==> config.mk <==
export PLATFORM = sky130hd
export DESIGN_NAME = dual_adc_pot_and_voltage_monitor_unit
export DESIGN_NICKNAME = d
export VERILOG_FILES = /design/src/rtl/dapvm_pkg.sv /design/src/rtl/dapvm_pot.sv /design/src/rtl/dapvm_mon.sv /design/src/rtl/dual_adc_pot_and_voltage_monitor_unit.sv
export SDC_FILE = /design/constraint.sdc
export NUM_CORES = 1
export LEC_CHECK = 0
export BUFFER_PORTS_ARGS = -buffer_cell sky130_fd_sc_hd__buf_2
export CORE_ASPECT_RATIO = 0.75
export CORE_MARGIN = 8
export CORE_UTILIZATION = 28
export DETAILED_ROUTE_END_ITERATION = 10
export HOLD_SLACK_MARGIN = 0.15
export PLACE_DENSITY = 0.54
export SLEW_MARGIN = 10
export SYNTH_ARGS = -nofsm -noshare
export SYNTH_HDL_FRONTEND = slang
export SYNTH_SLANG_ARGS = --single-unit
==> constraint.sdc <==
create_clock -name clk -period 10.1 [get_ports clk]
set_input_delay 3.03 -clock clk [delete_from_list [all_inputs] [get_ports clk]]
set_output_delay 3.03 -clock clk [all_outputs]
set_load 0.03 [all_outputs]
==> src/rtl/dapvm_pkg.sv <==
`default_nettype none
package dapvm_pkg;

  localparam int unsigned ADC_W  = 12;
  localparam int unsigned OPT_W  = 8;
  localparam int unsigned DIG_W  = 4;
  localparam int unsigned EVT_W  = 2;
  localparam int unsigned CIDX_W = 2;

  // scaling constants
  localparam logic [ADC_W-1:0] MV_FULL   = 12'd3300;
  localparam logic [ADC_W-1:0] ADC_FULL  = 12'd4095;
  localparam logic [ADC_W-1:0] HYST_MV   = 12'd100;
  localparam logic [DIG_W-1:0] DIGIT_MAX = 4'd9;

  // config register indexes
  localparam logic [CIDX_W-1:0] CFG_ALARM_LIMIT = 2'd0;
  localparam logic [CIDX_W-1:0] CFG_MOVE_THRESH = 2'd1;
  localparam logic [CIDX_W-1:0] CFG_OPT_COUNT   = 2'd2;

  // reset values of the config registers
  localparam logic [ADC_W-1:0] ALARM_LIMIT_RST = 12'd3000;
  localparam logic [ADC_W-1:0] MOVE_THRESH_RST = 12'd120;
  localparam logic [OPT_W-1:0] OPT_COUNT_RST   = 8'd0;

  // voltage event codes
  localparam logic [EVT_W-1:0] EVT_NONE  = 2'd0;
  localparam logic [EVT_W-1:0] EVT_RAISE = 2'd1;
  localparam logic [EVT_W-1:0] EVT_CLEAR = 2'd2;

  typedef struct packed {
    logic [ADC_W-1:0] filtered;
    logic [DIG_W-1:0] digit;
    logic [OPT_W-1:0] option;
    logic             moved;
  } pot_res_t;

  typedef struct packed {
    logic [ADC_W-1:0] mv;
    logic [EVT_W-1:0] event_code;
    logic             alarm;
  } mon_res_t;

endpackage
`default_nettype wire

==> src/rtl/dapvm_pot.sv <==
`default_nettype none
module dapvm_pot #(
  parameter int unsigned FILTER_SHIFT = 2
) (
  input  wire                                clk,
  input  wire                                rst,
  input  wire                                en,
  input  wire                                pot_item,
  input  wire        [dapvm_pkg::ADC_W-1:0]  sample,
  input  wire        [dapvm_pkg::ADC_W-1:0]  move_threshold,
  input  wire        [dapvm_pkg::OPT_W-1:0]  option_count,
  output dapvm_pkg::pot_res_t                res
);
  import dapvm_pkg::*;

  logic [ADC_W-1:0]       pot_filtered;
  logic [ADC_W-1:0]       pot_reference;
  logic signed [ADC_W:0]  diff;
  logic signed [ADC_W:0]  step;
  logic signed [ADC_W:0]  sum;
  logic [ADC_W-1:0]       filt_next;
  logic [ADC_W-1:0]       delta;
  logic                   moved;
  logic [ADC_W+3:0]       times10;
  logic [DIG_W-1:0]       digit_raw;
  logic [ADC_W+OPT_W-1:0] opt_prod;
  logic [OPT_W-1:0]       opt_raw;
  logic [OPT_W-1:0]       opt_val;

  // y += (x - y) >>> shift, floor rounding
  assign diff = $signed({1'b0, sample}) - $signed({1'b0, pot_filtered});
  assign step = diff >>> FILTER_SHIFT;
  assign sum  = $signed({1'b0, pot_filtered}) + step;
  assign filt_next = pot_item ? sum[ADC_W-1:0] : pot_filtered;

  assign delta = (filt_next >= pot_reference) ? filt_next - pot_reference
                                              : pot_reference - filt_next;
  assign moved = pot_item && (delta > move_threshold);

  // digit = f*10 >> 12
  assign times10   = {1'b0, filt_next, 3'b000} + {3'b000, filt_next, 1'b0};
  assign digit_raw = times10[ADC_W+3:ADC_W];

  assign opt_prod = {{OPT_W{1'b0}}, filt_next} * {{ADC_W{1'b0}}, option_count};
  assign opt_raw  = opt_prod[ADC_W+OPT_W-1:ADC_W];

  always_comb begin
    if (option_count == '0) begin
      opt_val = '0;
    end else if (opt_raw >= option_count) begin
      opt_val = option_count - 1'b1;
    end else begin
      opt_val = opt_raw;
    end
  end

  assign res.filtered = filt_next;
  assign res.digit    = (digit_raw > DIGIT_MAX) ? DIGIT_MAX : digit_raw;
  assign res.option   = opt_val;
  assign res.moved    = moved;

  always_ff @(posedge clk) begin
    if (rst) begin
      pot_filtered  <= '0;
      pot_reference <= '0;
    end else if (en && pot_item) begin
      pot_filtered <= filt_next;
      if (moved) begin
        pot_reference <= filt_next;
      end
    end
  end

endmodule
`default_nettype wire

==> src/rtl/dapvm_mon.sv <==
`default_nettype none
module dapvm_mon (
  input  wire                                clk,
  input  wire                                rst,
  input  wire                                en,
  input  wire                                mon_item,
  input  wire        [dapvm_pkg::ADC_W-1:0]  sample,
  input  wire        [dapvm_pkg::ADC_W-1:0]  alarm_limit_mv,
  output dapvm_pkg::mon_res_t                res
);
  import dapvm_pkg::*;

  logic [ADC_W-1:0]   monitor_mv;
  logic               alarm_active;
  logic [2*ADC_W-1:0] prod;
  logic [ADC_W-1:0]   q0;
  logic [ADC_W:0]     rem;
  logic [ADC_W-1:0]   mv_conv;
  logic [ADC_W-1:0]   mv_next;
  logic [ADC_W-1:0]   clear_at;
  logic               alarm_next;
  logic [EVT_W-1:0]   evt;

  // p / 4095: q0 = p >> 12, remainder p - 4095*q0 = p[11:0] + q0 < 2*4095
  assign prod    = {{ADC_W{1'b0}}, sample} * {{ADC_W{1'b0}}, MV_FULL};
  assign q0      = prod[2*ADC_W-1:ADC_W];
  assign rem     = {1'b0, prod[ADC_W-1:0]} + {1'b0, q0};
  assign mv_conv = (rem >= {1'b0, ADC_FULL}) ? q0 + 1'b1 : q0;
  assign mv_next = mon_item ? mv_conv : monitor_mv;

  assign clear_at = (alarm_limit_mv >= HYST_MV) ? alarm_limit_mv - HYST_MV : '0;

  always_comb begin
    alarm_next = alarm_active;
    evt        = EVT_NONE;
    if (mon_item) begin
      if (!alarm_active) begin
        if (mv_conv > alarm_limit_mv) begin
          alarm_next = 1'b1;
          evt        = EVT_RAISE;
        end
      end else if (mv_conv < clear_at) begin
        alarm_next = 1'b0;
        evt        = EVT_CLEAR;
      end
    end
  end

  assign res.mv         = mv_next;
  assign res.event_code = evt;
  assign res.alarm      = alarm_next;

  always_ff @(posedge clk) begin
    if (rst) begin
      monitor_mv   <= '0;
      alarm_active <= 1'b0;
    end else if (en && mon_item) begin
      monitor_mv   <= mv_next;
      alarm_active <= alarm_next;
    end
  end

endmodule
`default_nettype wire

==> src/rtl/dual_adc_pot_and_voltage_monitor_unit.sv <==
`default_nettype none
// Dual-channel ADC post-processor. Each input transaction is one finished
// 12-bit conversion; conversions alternate pot, monitor, pot, ... starting
// with the pot after reset, tracked by an internal toggle. Pot samples feed
// an exponential filter (y += (x-y) >>> FILTER_SHIFT), a movement detector
// against a stored reference, and a mapping to a digit 0..9 and a menu
// option below option_count. Monitor samples are scaled to millivolts
// (x*3300/4095) and drive an over-voltage alarm with a 100 mV hysteresis
// band. Every input gives exactly one output transaction carrying the full
// current state of both channels. Throughput is one transaction per clock
// while out_ready does not stall the output; the path is the input register,
// then the processing stage that writes the filter/alarm state and the
// output register. A new input is taken while a result waits on out_ready
// as long as the input register is free. Config registers (cfg_index 0 alarm
// limit, 1 move threshold, 2 option count) are written with cfg_we and should
// change only while the block holds no transaction.
module dual_adc_pot_and_voltage_monitor_unit #(
  parameter int unsigned FILTER_SHIFT = 2
) (
  input  wire                                clk,
  input  wire                                rst,
  // input channel
  input  wire                                in_valid,
  output logic                               in_ready,
  input  wire        [dapvm_pkg::ADC_W-1:0]  sample,
  // output channel
  output logic                               out_valid,
  input  wire                                out_ready,
  output logic                               channel_done,
  output logic       [dapvm_pkg::ADC_W-1:0]  filtered_pot,
  output logic       [dapvm_pkg::DIG_W-1:0]  digit,
  output logic       [dapvm_pkg::OPT_W-1:0]  option,
  output logic       [dapvm_pkg::ADC_W-1:0]  millivolts,
  output logic                               pot_moved,
  output logic       [dapvm_pkg::EVT_W-1:0]  voltage_event,
  output logic                               over_voltage,
  // config write port
  input  wire                                cfg_we,
  input  wire        [dapvm_pkg::CIDX_W-1:0] cfg_index,
  input  wire        [dapvm_pkg::ADC_W-1:0]  cfg_data
);
  import dapvm_pkg::*;

  logic [ADC_W-1:0] alarm_limit_mv;
  logic [ADC_W-1:0] move_threshold;
  logic [OPT_W-1:0] option_count;

  // input register
  logic             s1_valid;
  logic [ADC_W-1:0] s1_sample;
  // channel toggle: 0 pot expected, 1 monitor expected
  logic             expect_monitor;
  logic             advance;

  pot_res_t pot_res;
  mon_res_t mon_res;

  // processing stage fires when the output register is free or draining
  assign advance  = s1_valid && (!out_valid || out_ready);
  assign in_ready = !s1_valid || advance;

  always_ff @(posedge clk) begin
    if (rst) begin
      alarm_limit_mv <= ALARM_LIMIT_RST;
      move_threshold <= MOVE_THRESH_RST;
      option_count   <= OPT_COUNT_RST;
    end else if (cfg_we) begin
      unique case (cfg_index)
        CFG_ALARM_LIMIT: alarm_limit_mv <= cfg_data;
        CFG_MOVE_THRESH: move_threshold <= cfg_data;
        CFG_OPT_COUNT:   option_count   <= cfg_data[OPT_W-1:0];
        default: ;
      endcase
    end
  end

  always_ff @(posedge clk) begin
    if (rst) begin
      s1_valid <= 1'b0;
    end else if (in_valid && in_ready) begin
      s1_valid <= 1'b1;
    end else if (advance) begin
      s1_valid <= 1'b0;
    end
  end

  always_ff @(posedge clk) begin
    if (in_valid && in_ready) begin
      s1_sample <= sample;
    end
  end

  dapvm_pot #(
    .FILTER_SHIFT (FILTER_SHIFT)
  ) u_pot (
    .clk            (clk),
    .rst            (rst),
    .en             (advance),
    .pot_item       (!expect_monitor),
    .sample         (s1_sample),
    .move_threshold (move_threshold),
    .option_count   (option_count),
    .res            (pot_res)
  );

  dapvm_mon u_mon (
    .clk            (clk),
    .rst            (rst),
    .en             (advance),
    .mon_item       (expect_monitor),
    .sample         (s1_sample),
    .alarm_limit_mv (alarm_limit_mv),
    .res            (mon_res)
  );

  always_ff @(posedge clk) begin
    if (rst) begin
      expect_monitor <= 1'b0;
      out_valid      <= 1'b0;
    end else begin
      if (advance) begin
        expect_monitor <= !expect_monitor;
        out_valid      <= 1'b1;
      end else if (out_ready) begin
        out_valid <= 1'b0;
      end
    end
  end

  // result register
  always_ff @(posedge clk) begin
    if (advance) begin
      channel_done  <= expect_monitor;
      filtered_pot  <= pot_res.filtered;
      digit         <= pot_res.digit;
      option        <= pot_res.option;
      pot_moved     <= pot_res.moved;
      millivolts    <= mon_res.mv;
      voltage_event <= mon_res.event_code;
      over_voltage  <= mon_res.alarm;
    end
  end

endmodule
`default_nettype wire

Yosys cells after proc, flatten, opt, wreduce, memory -nomap -nowiden
Cells that the tools add are included.
- register bits: 125
- bits of input ports: 31
- output and inout bits: 43
- word-level logic and storage cells: 75
- add/sub/neg operators: 9
- multiply operators: 2
- order comparisons: 8
- equality and inequality tests: 2
- multiplexer cells: 17
- reduce and logical (&&, ||, !) cells: 18
- operators with widths (kind ; number):
    12-bit two-way mux ; 5
    12-bit greater-than comparator ; 2
    12-bit subtractor ; 2
    12-bit by 10-bit multiplier with 22-bit output (second input constant) ; 1
    12-bit by 8-bit multiplier with 20-bit output ; 1
    15-bit by 13-bit adder with 16-bit output ; 1
    12-bit by 12-bit adder with 13-bit output ; 1
    13-bit by 12-bit greater-or-equal comparator with 1-bit output (second input constant) ; 1
    12-bit by 12-bit subtractor with 13-bit output ; 1
    12-bit by 1-bit adder with 12-bit output (second input constant) ; 1
    12-bit by 11-bit adder with 12-bit output ; 1
    12-bit greater-or-equal comparator ; 1
    12-bit by 7-bit greater-or-equal comparator with 1-bit output (second input constant) ; 1
    12-bit less-than comparator ; 1
    12-bit by 7-bit subtractor with 12-bit output (second input constant) ; 1
    1-bit two-way mux ; 9
    8-bit greater-or-equal comparator ; 1
    8-bit zero test ; 1
    8-bit two-way mux ; 1
    2-bit AND reduction ; 4
    8-bit by 1-bit subtractor with 8-bit output (second input constant) ; 1
    1-bit logical AND ; 5
    4-bit greater-than comparator (second input constant) ; 1
    2-bit two-way mux ; 2
    6 further kinds ; 10

Logic depth before layout (Yosys ltp)
- depth after elaboration: 8
- gate-level depth with buffers: 46
- depth with buffers taken out: 45

Cells and area by module
A second synthesis with hierarchy kept.
- cells, all modules: 1612
- area, all modules: 14191.1 um2
- modules (own cells, without submodules) (module ; times used ; cells each ; area each (um2) ; sequential area each (um2)):
    dapvm_pot ; 1 ; 845 ; 6596.3 ; 480.5
    dapvm_mon ; 1 ; 564 ; 4662.0 ; 260.2
    dual_adc_pot_and_voltage_monitor_unit ; 1 ; 203 ; 2932.8 ; 2292.2

Least setup slack after synthesis
No wires, ideal clock.
- kind: register to register
- start: register s1_sample[1]
- end: register option[1] in the netlist's numbering (data pin)
- setup time: 0.279 ns
- data arrival time: 8.736 ns
- data required time: 9.821 ns
- slack: 1.084 ns
- cell stages (with the launch flop): 46
- buffers on the path: 2
- period minus slack after synthesis: 9.016 ns
- path through: edfxtp_1 ha_1 a21oi_1 o21bai_1 a21oi_1 o21bai_1 a21oi_1 o21bai_1 a21oi_1 o21bai_1 and2_1 o21a_1 nor2_1 xnor2_1 ha_1 nand2_1 o21ai_0 xnor2_1 (+10 left out) ha_1 and3_1 a21oi_1 o211ai_1 xor2_1 ha_1 nor2b_1 o21ai_0 nand2b_1 a21oi_1 nor2b_1 o21ai_0 nand2b_1 a21oi_1 clkbuf_1 nor2_1 a21oi_1 nor2_1
- longest elaborated chain between the ends: 6
- ends and longest elaborated chain (element ; RTL line ; RTL):
    start, declared ; dual_adc_pot_and_voltage_monitor_unit.sv:50 ; logic [ADC_W-1:0] s1_sample;
    start signal, assigned ; dual_adc_pot_and_voltage_monitor_unit.sv:89 ; s1_sample <= sample;
    12-bit by 12-bit subtractor with 13-bit output * ; dapvm_pot.sv:31 ; assign diff = $signed({1'b0, sample}) - $signed({1'b0, pot_filtered});
    12-bit by 11-bit adder with 12-bit output * ; dapvm_pot.sv:33 ; assign sum = $signed({1'b0, pot_filtered}) + step;
    12-bit two-way mux * ; dapvm_pot.sv:34 ; assign filt_next = pot_item ? sum[ADC_W-1:0] : pot_filtered;
    12-bit by 8-bit multiplier with 20-bit output * ; dapvm_pot.sv:44 ; assign opt_prod = {{OPT_W{1'b0}}, filt_next} * {{ADC_W{1'b0}}, option_count};
    8-bit greater-or-equal comparator ; dapvm_pot.sv:50 ; end else if (opt_raw >= option_count) begin
    8-bit two-way mux * ; dapvm_pot.sv:50 ;
    end signal, assigned ; dual_adc_pot_and_voltage_monitor_unit.sv:136 ; option <= pot_res.option;
    end, declared ; dual_adc_pot_and_voltage_monitor_unit.sv:32 ; output logic [dapvm_pkg::OPT_W-1:0] option,
Every way passes the cells marked *; elsewhere a longest branch is shown, timed or not.
A chain may end at the register's enable or synchronous reset.

==> impl_metrics.csv <==
group,metric,value,unit
place,place.gp.congestion,0.891,
synthesis,syn_area_per_cell,8.89,um^2
synthesis,synth_nets,1888,
timing,finalSetupViolCount,0,
status,status,"complete, no violations",
worst_hold_path,timing.hold.worst_endpoint,"move_threshold[1]",
synthesis,yosys-top-cells-area,"ha_1 20%, fa_1 13%, edfxtp_1 12%",
floorplanning,die_h,208,um
routing,viasPerCell,4.73,
cells_and_area,layout_common_cells,"221 x inv_1, 220 x ha_1, 171 x nor2_1",
synthesis,yosysTopAreaCell,"ha_1",
floorplanning,num_io_pins,74,
timing,final_max_slew_viol_count,0,
routing,wirelength,37000,um
worst_hold_path,hold_path.class,"flop to flop",
setup_path,setup.worst_path.start_class,"flop",
synthesis,yosysTopAreaCellShare,20.0,%
routing,firstDrtPassIters,5,
place,place_inst,2236,
clock_network,htreeDepth,4,
place,port_buffers,73,
worst_hold_path,min_from,"move_threshold[1]",
synthesis,ys_seq_area_share,22.1,%
global_route,grt_max_degree,73,
synthesis,synth-seq-cells,125,
clock_network,clockBufferDepth,2,
timing,setup_ws,0.631,ns
setup_path,cp_slowest_cell,"fa_1",
synthesis,yosysWarnings,0,
cells_and_area,drive_gt1_share,9.93,%
flow_run,max-cap-violations,0,
synthesis,synth_edf_count,53,
routing,drc,0,
routing,drtIter0Drc,613,
timing,skew,0.0115,ns
setup_path,cp-end-kind,"flop",
timing,period_minus_slack,9.47,ns
floorplanning,start_util,28.3,%
routing,vias,10736,
timing,tns,0,ns
place,place_ws,0.614,ns
global_route,antenna_found_initial,2,
clock_network,numCtsBuffers,17,
timing,fmax,0.106,GHz
global_route,grt_pass1_wl,59800,um
cells_and_area,syn2layout_area_growth,13.1,%
timing,rsz0062_at_grt,"no",
cells_and_area,final_cells,2271,
routing,final_antenna_net_count,0,
clock_network,clkTransAtPathRegs,0.06,ns
floorplanning,fp.dieW,272,um
clock_network,cts_root_buffer,"clkbuf_16",
floorplanning,fp.dieArea,0.0565,mm^2
setup_path,r2r_slack,0.63,ns
synthesis,syn_area,0.0137,mm^2
synthesis,async_reset_ff_share,0,%
clock_network,clk_latency,0.45,ns
timing,final-hold-violation-count,0,
cells_and_area,layout_commonest_cell,"inv_1",
setup_path,path_max_fanout,7,
cells_and_area,final_nets,1951,
timing,worst_pin_slew,1.18,ns
timing,finalCritPeriodShare,93.8,%
setup_path,cp.arrival,9.67,ns
setup_path,cpPeakStageDelay,0.55,ns
floorplanning,rows,70,
synthesis,synth.distinct_cells,80,
synthesis,synth_flop_cell,"dfxtp_1",
setup_path,path_class,"flop to flop",
global_route,grt_overflow,0,
clock_network,clock-sinks,125,
setup_path,cp.required,10.30,ns
synthesis,netlist_instances,1546,
clock_network,cts_tree,"built",
setup_path,timing.rr.start,"s1_sample[1]",
routing,wl_per_cell,16.3,um
global_route,grtUsageTotal,13.2,%
setup_path,crit_top_cell,"ha_1",
floorplanning,core_area,0.0486,mm^2
place,dpl.hpwl,30200,um
worst_hold_path,hold_depth,2,
setup_path,r2r_end,"over_voltage",
global_route,grt_pass1_vias,10843,
setup_path,reg2reg_depth,38,
timing,slew_headroom,21.3,%
cell families (layout without fill, tap and decap cells):
| group | count (synthesis) | in the layout | synth area share (%) |
|---|---|---|---|
| and+or+nand+nor | 420 | 420 | 14.2 |
| adders and majority gates | 313 | 313 | 33.4 |
| AOI/OAI and AO/OA | 293 | 293 | 14.4 |
| buffers and inverters | 271 | 347 | 7.49 |
| DFF | 125 | 125 | 22.1 |
| xor gates and xnor gates | 92 | 92 | 6.05 |
| muxes | 32 | 32 | 2.43 |
| other | 0 | 1 | 0 |
timing repair:
action,4_1_cts,5_1_grt
resized for setup,0,3
hold buffers,0,0
setup buffers,0,2
endpoints found under the setup margin,0,8
endpoints found under the hold margin,0,0
cell type report:
type                    instances  area [um^2]
well taps                     648          811
clock buffers                  19          464
flip-flops and latches        125         3030
multi-input cells            1150         9710
fillers                      5069        33100
clock inverters                13          198
repair buffers                 89          485
inverters                     226          848
diodes                          1         2.50
Yosys cell counts (15+ instances only):
cell type	n
clkbuf_1	39
nand2b_1	16
ha_1	220
dfxtp_1	72
o21ai_0	30
a211o_1	15
a211oi_1	32
nand2_1	115
fa_1	91
nor2_1	171
xnor2_1	57
nor3_1	21
edfxtp_1	53
a21oi_1	100
xor2_1	33
o21bai_1	16
a21o_1	40
mux2i_1	21
inv_1	222
worst max-delay path, delay by kind of cell (launching register included):
family,cells,cell delay (ns)
compound gates,12,2.25
fa+ha+maj,8,3.20
xor+xnor,3,1.00
buf+inv,4,0.50
flops,1,0.42
simple gates,11,1.85
through the flow:
step           util, %  hold slack [ns]  area [um^2]
6_report          32.0            0.459        15600
5_1_grt           32.0            0.485        15500
4_1_cts           31.9            0.462        15500
3_5_place_dp      30.6            0.452        14900
3_3_place_gp      30.6            0.442        14900
2_1_floorplan        -            0.406        13700
per-layer routing:
layer | routed length, um | vias to the layer above | GRT usage, %
met4 | 451 | 0 | 3.03
met1 | 19500 | 5099 | 19.9
met2 | 14600 | 251 | 18.2
met3 | 2450 | 27 | 3.86
met5 | 0 | - | 0
li1 | - | 5359 | -
worst max-delay path by stage:
| stage | startpoint | to | slack, ns | depth (start not counted) |
|---|---|---|---|---|
| 3_3_place_gp | s1_sample[1] | option[3] | 0.73 | 44 |
| 5_1_grt | s1_sample[2] | option[1] | 0.04 | 44 |
| 4_1_cts | s1_sample[1] | option[1] | 0.57 | 44 |
| 2_1_floorplan | s1_sample[1] | option[1] | 1.08 | 45 |
| 3_5_place_dp | s1_sample[1] | option[4] | 0.61 | 44 |
| 6_report | s1_sample[1] | over_voltage | 0.63 | 38 |
registers in the layout, summed over array words and instances, names as in the netlist:
| name | flops |
|---|---|
| alarm_limit_mv | 12 |
| channel_done | 1 |
| digit | 4 |
| expect_monitor | 1 |
| filtered_pot | 12 |
| millivolts | 12 |
| move_threshold | 12 |
| option | 8 |
| option_count | 8 |
| out_valid | 1 |
| over_voltage | 1 |
| pot_moved | 1 |
| s1_sample | 12 |
| s1_valid | 1 |
| u_mon.alarm_active | 1 |
| u_mon.monitor_mv | 12 |
| u_pot.pot_filtered | 12 |
| u_pot.pot_reference | 12 |
| voltage_event | 2 |
Power is left out: the tool's default activity adds up to more than one toggle a clock period on the data nets, which glitch-free logic cannot reach.
